## config.mk

```make
export PLATFORM = sky130hd
export DESIGN_NAME = hamming_sec_encode_decode
export DESIGN_NICKNAME = d
export VERILOG_FILES = /design/src/rtl/hsec_pkg.sv /design/src/rtl/hamming_sec_encode_decode.sv /design/src/rtl/hsec_cfg.sv /design/src/rtl/hsec_core.sv
export VERILOG_INCLUDE_DIRS = /design/src /design/src/rtl
export SDC_FILE = /design/constraint.sdc
export NUM_CORES = 1
export LEC_CHECK = 0
export BUFFER_PORTS_ARGS = -buffer_cell sky130_fd_sc_hd__buf_2
export CAP_MARGIN = 10
export CORE_UTILIZATION = 60
export CTS_CLUSTER_SIZE = 24
export DETAILED_ROUTE_END_ITERATION = 6
export GPL_ROUTABILITY_DRIVEN = 1
export PLACE_DENSITY_LB_ADDON = 0.1
export SYNTH_ARGS = -nofsm -noshare
export SYNTH_HDL_FRONTEND = slang
export SYNTH_HIERARCHICAL = 1
export SYNTH_SLANG_ARGS = --single-unit
```

## constraint.sdc

```tcl
create_clock -name clk -period 6.6 [get_ports clk]
set_input_delay 0.33 -clock clk [delete_from_list [all_inputs] [get_ports clk]]
set_output_delay 0.33 -clock clk [all_outputs]
set_load 0.005 [all_outputs]
```

## src/rtl/hamming_sec_encode_decode_macros.svh

```systemverilog
// Assertion macros for the Hamming single-error-correcting encoder/decoder.
// Used by the top level only; every macro samples on clk and is disabled in reset.
`ifndef HAMMING_SEC_ENCODE_DECODE_MACROS_SVH
`define HAMMING_SEC_ENCODE_DECODE_MACROS_SVH

// The consequent must hold in the same cycle as the antecedent.
`define HSEC_ASSERT_SAME(lbl, ante, cons, msg) \
    lbl: assert property (@(posedge clk) disable iff (!rst_n) (ante) |-> (cons)) \
        else $error(msg);

// The consequent must hold in the cycle after the antecedent.
`define HSEC_ASSERT_NEXT(lbl, ante, cons, msg) \
    lbl: assert property (@(posedge clk) disable iff (!rst_n) (ante) |=> (cons)) \
        else $error(msg);

`endif

```

## src/rtl/hsec_pkg.sv

```systemverilog
// Shared types, codes and helper functions for the Hamming SEC encoder/decoder.
// No dependencies; imported by every module of the block.
package hsec_pkg;

    localparam int WORD_W = 38;   // code_word and word_in field width
    localparam int POS_W  = 6;    // syndrome, position and data width fields
    localparam int R_W    = 3;    // parity count
    localparam int POS_MAX = 64;  // widest position space the syndrome can name

    localparam logic CMD_ENCODE = 1'b0;
    localparam logic CMD_DECODE = 1'b1;

    typedef enum logic [1:0] {
        ST_CLEAN     = 2'd0,
        ST_CORRECTED = 2'd1,
        ST_BEYOND    = 2'd2
    } hsec_status_t;

    typedef struct packed {
        logic              command;
        logic [WORD_W-1:0] word_in;
    } hsec_req_t;

    typedef struct packed {
        logic [WORD_W-1:0] code_word;
        logic [POS_W-1:0]  error_position;
        hsec_status_t      status;
    } hsec_rsp_t;

    // Derived code geometry for the current data width.
    typedef struct packed {
        logic [POS_W-1:0] m;
        logic [R_W-1:0]   r;
        logic [POS_W-1:0] n;
    } hsec_cfg_t;

    // Least r with 2^r >= m + r + 1.
    function automatic int hsec_parity_count(int m);
        int r;
        r = 0;
        while (r < 7 && ((1 << r) < m + r + 1)) begin
            r = r + 1;
        end
        return r;
    endfunction

    // Bit i is set when position i+1 has bit p of its index set.
    function automatic logic [POS_MAX-1:0] hsec_cover(int p);
        logic [POS_MAX-1:0] mask;
        mask = '0;
        for (int i = 0; i < POS_MAX; i++) begin
            mask[i] = (((i + 1) >> p) & 1) != 0;
        end
        return mask;
    endfunction

endpackage

```

## src/rtl/hamming_sec_encode_decode.sv

```systemverilog
// Hamming single-error-correcting encoder/decoder: top level with the input
// and result registers. Depends on hsec_pkg, hsec_cfg, hsec_core and the macros header.
//
// Usage:
//   req channel (req_valid / req_stall / req) carries one command per beat:
//   encode a data word of m bits, or check and correct an n-bit code word.
//   rsp channel (rsp_valid / rsp_stall / rsp) returns one result beat per
//   request, in order: code word, syndrome and status.
//   cfg channel (cfg_valid / cfg_ready / cfg_data) sets the data width m;
//   0 reads as 1 and values above MAX_DATA_BITS saturate. Write it only while
//   the block is idle. cfg_ready is always high.
// Pipeline: an accepted request is held in the input register and its result
// is then registered in the result register, which drives rsp. Throughput: one
// beat per cycle while rsp_stall is low, set by the single parity and syndrome
// XOR stage between the input register and the result register.
// Stall: a stalled result holds in the result register; the input register
// still takes one more beat, and req_stall rises only when both are full
// and rsp_stall is high.
// Reset: both pipeline stages empty, data width 4.
`include "hamming_sec_encode_decode_macros.svh"

module hamming_sec_encode_decode
    import hsec_pkg::*;
#(
    parameter int MAX_DATA_BITS = 32
)
(
    input  logic             clk,
    input  logic             rst_n,
    input  logic             req_valid,
    output logic             req_stall,
    input  hsec_req_t        req,
    output logic             rsp_valid,
    input  logic             rsp_stall,
    output hsec_rsp_t        rsp,
    input  logic             cfg_valid,
    output logic             cfg_ready,
    input  logic [POS_W-1:0] cfg_data
);

    hsec_cfg_t geom;
    hsec_req_t s1_item_reg;
    logic      s1_valid_reg;
    logic      s1_valid_next;
    hsec_rsp_t rsp_reg;
    logic      rsp_valid_reg;
    logic      rsp_valid_next;
    hsec_rsp_t core_rsp;
    logic      s2_load;
    logic      s1_load;

    hsec_cfg #(
        .MAX_DATA_BITS(MAX_DATA_BITS)
    ) u_cfg (
        .clk      (clk),
        .rst_n    (rst_n),
        .cfg_valid(cfg_valid),
        .cfg_ready(cfg_ready),
        .cfg_data (cfg_data),
        .geom     (geom)
    );

    hsec_core #(
        .MAX_DATA_BITS(MAX_DATA_BITS)
    ) u_core (
        .req (s1_item_reg),
        .geom(geom),
        .rsp (core_rsp)
    );

    assign s2_load   = !rsp_valid_reg || !rsp_stall;
    assign s1_load   = !s1_valid_reg || s2_load;
    assign req_stall = !s1_load;

    always_comb
    begin
        s1_valid_next  = s1_valid_reg;
        rsp_valid_next = rsp_valid_reg;
        if (s1_load) begin
            s1_valid_next = req_valid;
        end
        if (s2_load) begin
            rsp_valid_next = s1_valid_reg;
        end
    end

    always_ff @(posedge clk or negedge rst_n)
    begin
        if (!rst_n) begin
            s1_valid_reg  <= 1'b0;
            rsp_valid_reg <= 1'b0;
        end else begin
            s1_valid_reg  <= s1_valid_next;
            rsp_valid_reg <= rsp_valid_next;
        end
    end

    always_ff @(posedge clk)
    begin
        if (s1_load && req_valid) begin
            s1_item_reg <= req;
        end
        if (s2_load && s1_valid_reg) begin
            rsp_reg <= core_rsp;
        end
    end

    assign rsp_valid = rsp_valid_reg;
    assign rsp       = rsp_reg;

    `HSEC_ASSERT_SAME(a_no_overrun, rsp_valid && rsp_stall && s1_valid_reg, req_stall,
        "input register would be overwritten while the result is stalled")
    `HSEC_ASSERT_NEXT(a_accept_fills, req_valid && !req_stall, s1_valid_reg,
        "accepted beat did not reach the input register")
    `HSEC_ASSERT_SAME(a_corrected_pos, rsp_valid && rsp.status == ST_CORRECTED,
        rsp.error_position != '0 && rsp.error_position <= geom.n,
        "corrected beat reports a position outside the code word")
    `HSEC_ASSERT_SAME(a_width_range, 1'b1,
        geom.m != '0 && geom.m <= POS_W'(MAX_DATA_BITS) && geom.n > geom.m,
        "data width register left its legal range")

endmodule

```

## src/rtl/hsec_cfg.sv

```systemverilog
// Data width register with the derived code geometry (m, r, n).
// Depends on hsec_pkg.
module hsec_cfg
    import hsec_pkg::*;
#(
    parameter int MAX_DATA_BITS = 32
)
(
    input  logic             clk,
    input  logic             rst_n,
    input  logic             cfg_valid,
    output logic             cfg_ready,
    input  logic [POS_W-1:0] cfg_data,
    output hsec_cfg_t        geom
);

    localparam int M_RST = (MAX_DATA_BITS < 4) ? MAX_DATA_BITS : 4;
    localparam int R_RST = hsec_parity_count(M_RST);

    hsec_cfg_t geom_reg;
    hsec_cfg_t geom_next;

    assign cfg_ready = 1'b1;

    always_comb
    begin
        logic [POS_W-1:0] m;
        logic [R_W-1:0]   r;
        if (cfg_data == '0) begin
            m = POS_W'(1);
        end else if (cfg_data > POS_W'(MAX_DATA_BITS)) begin
            m = POS_W'(MAX_DATA_BITS);
        end else begin
            m = cfg_data;
        end
        r = R_W'(hsec_parity_count(int'(m)));
        geom_next.m = m;
        geom_next.r = r;
        geom_next.n = m + POS_W'(r);
    end

    always_ff @(posedge clk or negedge rst_n)
    begin
        if (!rst_n) begin
            geom_reg.m <= POS_W'(M_RST);
            geom_reg.r <= R_W'(R_RST);
            geom_reg.n <= POS_W'(M_RST + R_RST);
        end else if (cfg_valid && cfg_ready) begin
            geom_reg <= geom_next;
        end
    end

    assign geom = geom_reg;

endmodule

```

## src/rtl/hsec_core.sv

```systemverilog
// Combinational Hamming encode and syndrome/correct datapath for one beat.
// Depends on hsec_pkg; geometry comes from hsec_cfg.
module hsec_core
    import hsec_pkg::*;
#(
    parameter int MAX_DATA_BITS = 32
)
(
    input  hsec_req_t req,
    input  hsec_cfg_t geom,
    output hsec_rsp_t rsp
);

    localparam int CW = MAX_DATA_BITS + hsec_parity_count(MAX_DATA_BITS);

    logic [CW-1:0]    data_spread;
    logic [CW-1:0]    parity_bits;
    logic [CW-1:0]    recv;
    logic [CW-1:0]    flip;
    logic [CW-1:0]    code;
    logic [POS_W-1:0] syn;
    logic             in_range;

    // Scatter data bits onto the non-power-of-two positions and mask the
    // received word to n bits.
    for (genvar i = 0; i < CW; i++) begin : g_pos
        localparam int POS    = i + 1;
        localparam bit IS_PAR = (POS & (POS - 1)) == 0;
        localparam int K      = POS - 1 - $clog2(POS + 1);

        if (IS_PAR || K >= WORD_W) begin : g_none
            assign data_spread[i] = 1'b0;
        end else begin : g_data
            assign data_spread[i] = req.word_in[K] & (POS_W'(K) < geom.m);
        end

        if (i < WORD_W) begin : g_rx
            assign recv[i] = req.word_in[i] & (POS_W'(i) < geom.n);
        end else begin : g_rx_none
            assign recv[i] = 1'b0;
        end

        assign flip[i] = in_range && (syn == POS_W'(POS));
    end

    for (genvar p = 0; p < POS_W; p++) begin : g_par
        localparam logic [POS_MAX-1:0] COV = hsec_cover(p);

        assign syn[p] = ^(recv & COV[CW-1:0]);

        if ((1 << p) <= CW) begin : g_enc
            assign parity_bits[(1 << p) - 1] =
                (^(data_spread & COV[CW-1:0])) & (R_W'(p) < geom.r);
        end
    end

    // Non-parity positions of parity_bits are zero.
    for (genvar i = 0; i < CW; i++) begin : g_fill
        if (((i + 1) & i) != 0) begin : g_zero
            assign parity_bits[i] = 1'b0;
        end
    end

    assign in_range = (syn != '0) && (syn <= geom.n);

    always_comb
    begin
        if (req.command == CMD_ENCODE) begin
            code               = data_spread | parity_bits;
            rsp.error_position = '0;
            rsp.status         = ST_CLEAN;
        end else begin
            code               = recv ^ flip;
            rsp.error_position = syn;
            if (syn == '0) begin
                rsp.status = ST_CLEAN;
            end else if (in_range) begin
                rsp.status = ST_CORRECTED;
            end else begin
                rsp.status = ST_BEYOND;
            end
        end
        rsp.code_word = WORD_W'(code);
    end

endmodule

```

==> impl_metrics.json <==
{
  "power_leakage_nw": 3.46,
  "start_kind": "flip-flop",
  "wl_met2_um": 11100,
  "synth_edf_count": 85,
  "place_hpwl_um": 19400,
  "clock_latency_ps": 360,
  "ant_nets": 0,
  "coreArea_um2": 13400,
  "cp.required_ps": 6670,
  "post_cts_buffers": 0,
  "grt_pass1_wl_um": 37800,
  "die_height_um": 120,
  "slowest_stage": "dfrtp_1",
  "placed_cells": 1046,
  "rsz0062_at_grt": "false",
  "arrival_ps": 6230,
  "cts_buffers": 9,
  "hold_violations": 0,
  "fin_util": 0.684,
  "synth-seq-cells": 102,
  "diodes": 0,
  "ys_types": 98,
  "clock_skew_ps": 10.7,
  "wl_per_cell_um": 23.6,
  "yosysMostFrequentCell": "xnor2_1",
  "drt_iter0_drc": 975,
  "antenna_found_initial": 0,
  "total_power_mw": 3.76,
  "rows": 42,
  "port_buffers": 97,
  "grt_overflow": 0,
  "synth_top_cell_by_area": "edfxtp_1",
  "clk_pin_slew_ps": 70,
  "clock_path_buffers": 2,
  "cts.sinks": 102,
  "critPathKind": "flip-flop to flip-flop",
  "synth.top_cells.by_area": "edfxtp_1, xnor2_1, xor2_1",
  "gp_congestion": 1.04,
  "routed_wl_um": 25000,
  "grt_usage": 0.354,
  "period_share": 0.933,
  "area_growth_pct": 9.81,
  "netlist_top_cells_count": "xnor2_1, edfxtp_1, nand2_1",
  "timing.critical_path.cells": "buf_4 > or4b_1 > o21ai_0 > xor2_1 > nor2_1 > xnor2_1 > xnor2_1 > xnor2_2 > inv_1 > ha_1 > nor2b_1 > maj3_1 > a211oi_1 > o211ai_4 > buf_4 > a211oi_1 > xor2_1 > o21ai_0",
  "cts-root-buf": "clkbuf_16",
  "synth_cells": 813,
  "fillers": 1058,
  "fmax_mhz": 162,
  "seq_area_um2": 2990,
  "die_area_um2": 14400,
  "yosys_warnings": 6,
  "finalSetupViolCount": 0,
  "status": "finished, final reports clean",
  "synthArstFlopShare": 0.167,
  "highest_layer": "met4",
  "hp-class": "primary input to flip-flop",
  "seq_area_frac_synth": 0.358,
  "dr.pass1.iters": 7,
  "maxCapViolCount": 0,
  "via_count": 6984,
  "ios": 99,
  "dr_wl_met3_um": 2610,
  "synth_top_cell_area_share": 0.306,
  "vdd_drop_max_mv": 0.440,
  "slew_headroom": 0.191,
  "syn_area_um2": 8340,
  "critical_path.max_fanout": 30,
  "tightest_slew_ps": 1210,
  "synthFlopType": "edfxtp_1",
  "drive_gt1_frac": 0.249,
  "syn_nets": 884,
  "grt_pass1_vias": 6443,
  "htree_levels": 3,
  "multiInputGateArea_um2": 5010,
  "critPathMaxStageDelay_ps": 640,
  "cts_tree": "built",
  "die_w_um": 120,
  "fin_crit_ps": 6160,
  "largest_reg_flops": 46,
  "worstSetupEndpointType": "flip-flop",
  "grt_max_degree": 47,
  "nets": 953,
  "stdcell_count": 1063,
  "syn_avg_cell_area_um2": 10.3,
  "drc": 0,
  "initial_utilization": 0.623,
  "setup_tns_ps": 0,
  "wl_met1_um": 10100,
  "vias_per_cell": 6.57,
  "slew_viol_final": 0,
  "cts-resized-gates": 0,
  "p_per_area_nw_per_um2": 410
}
## cells in the final DEF, fill, tap and decap left out, drive strengths merged, types with 7 or more instances in the layout
| cell | count |
|---|---|
| mux2i | 18 |
| nand2 | 59 |
| o21a | 8 |
| a21oi | 26 |
| nor2 | 49 |
| edfxtp | 85 |
| xor2 | 52 |
| inv | 26 |
| or2 | 8 |
| buf | 106 |
| a21o | 7 |
| or3 | 9 |
| nand2b | 10 |
| ha | 20 |
| and2 | 8 |
| clkbuf | 13 |
| o22ai | 12 |
| a2111oi | 14 |
| dfrtp | 11 |
| xnor2 | 89 |
| nand3 | 24 |
| maj3 | 8 |
| o211ai | 18 |
| xnor3 | 7 |
| a31oi | 7 |
| mux2 | 16 |
| nor2b | 12 |
| o21ai | 60 |
| a211oi | 31 |
## critical path: cells and delay by family, from the launching register on
family                     cells  cell delay, ps
AOI/OAI and AO/OA              5            1500
adders and majority gates      2             710
DFF                            1             640
and+or+nand+nor                3             850
buffers and inverters          3             920
xor gates and xnor gates       5            1230
## layer usage
layer / vias up / track usage
met5: - / 0
met4: 0 / 0.180
met3: 85 / 0.0803
met2: 463 / 0.537
met1: 3316 / 0.474
li1: 3120 / -
## cells by family (layout without fill, tap and decap cells)
logic type               count (synthesis)  count (layout)  share of synthesized area
flip-flops                             102             102                      0.358
AO/OA/AOI/OAI                          219             219                      0.212
adder cells (fa/ha/maj)                 29              29                     0.0420
XOR/XNOR                               148             148                      0.172
other                                    1               1                   0.000450
buffers and inverters                   75             149                     0.0433
AND/OR/NAND/NOR                        205             205                      0.127
multiplexers                            34              34                     0.0450
## what timing repair did
action	in CTS	in global routing
endpoints found under the hold margin	11	0
endpoints found under the setup margin	0	0
hold buffers	1	0
## final timing paths
kind | slack, ps | from | depth (start not counted) | endpoint
max in group asynchronous | 5830 | rst_n | 2 | u_cfg/geom[2]
hold reg to reg | 520 | u_cfg/geom[6] | 2 | u_cfg/geom[6]
setup / recovery | 440 | u_cfg/geom[5] | 18 | rsp[8]
min in group asynchronous | 440 | rst_n | 2 | rsp_valid
setup reg to reg | 440 | u_cfg/geom[5] | 18 | rsp[8]
hold / removal | 140 | req[15] | 1 | s1_item_reg[15]
## report_power, final
group / internal [mW] / switching (mW) / total, mW
Sequential: 0.834 / 0.120 / 0.955
Clock: 0.276 / 0.226 / 0.502
Combinational: 0.749 / 1.55 / 2.30
Total: 1.86 / 1.90 / 3.76
## per-stage QoR
| stage | setup slack [ps] | hold slack, ps | instance area, um^2 |
|---|---|---|---|
| final | 441 | 145 | 9160 |
| after global routing | 184 | 136 | 9160 |
| after CTS | 607 | 139 | 9160 |
| after detailed placement | 612 | 276 | 8870 |
| after global placement | 811 | 259 | 8870 |
| after floorplan | 1660 | 34.4 | 8340 |
## final cells by class
type                       instances  share of cell area
multi-input combinational        636               0.547
clock inverter                     3             0.00205
inverter                          26              0.0107
timing repair buffer             107              0.0615
sequential                       102               0.326
tap                              176              0.0240
clock buffer                      13              0.0284
No activity file was read; power rests on OpenSTA's default activity.
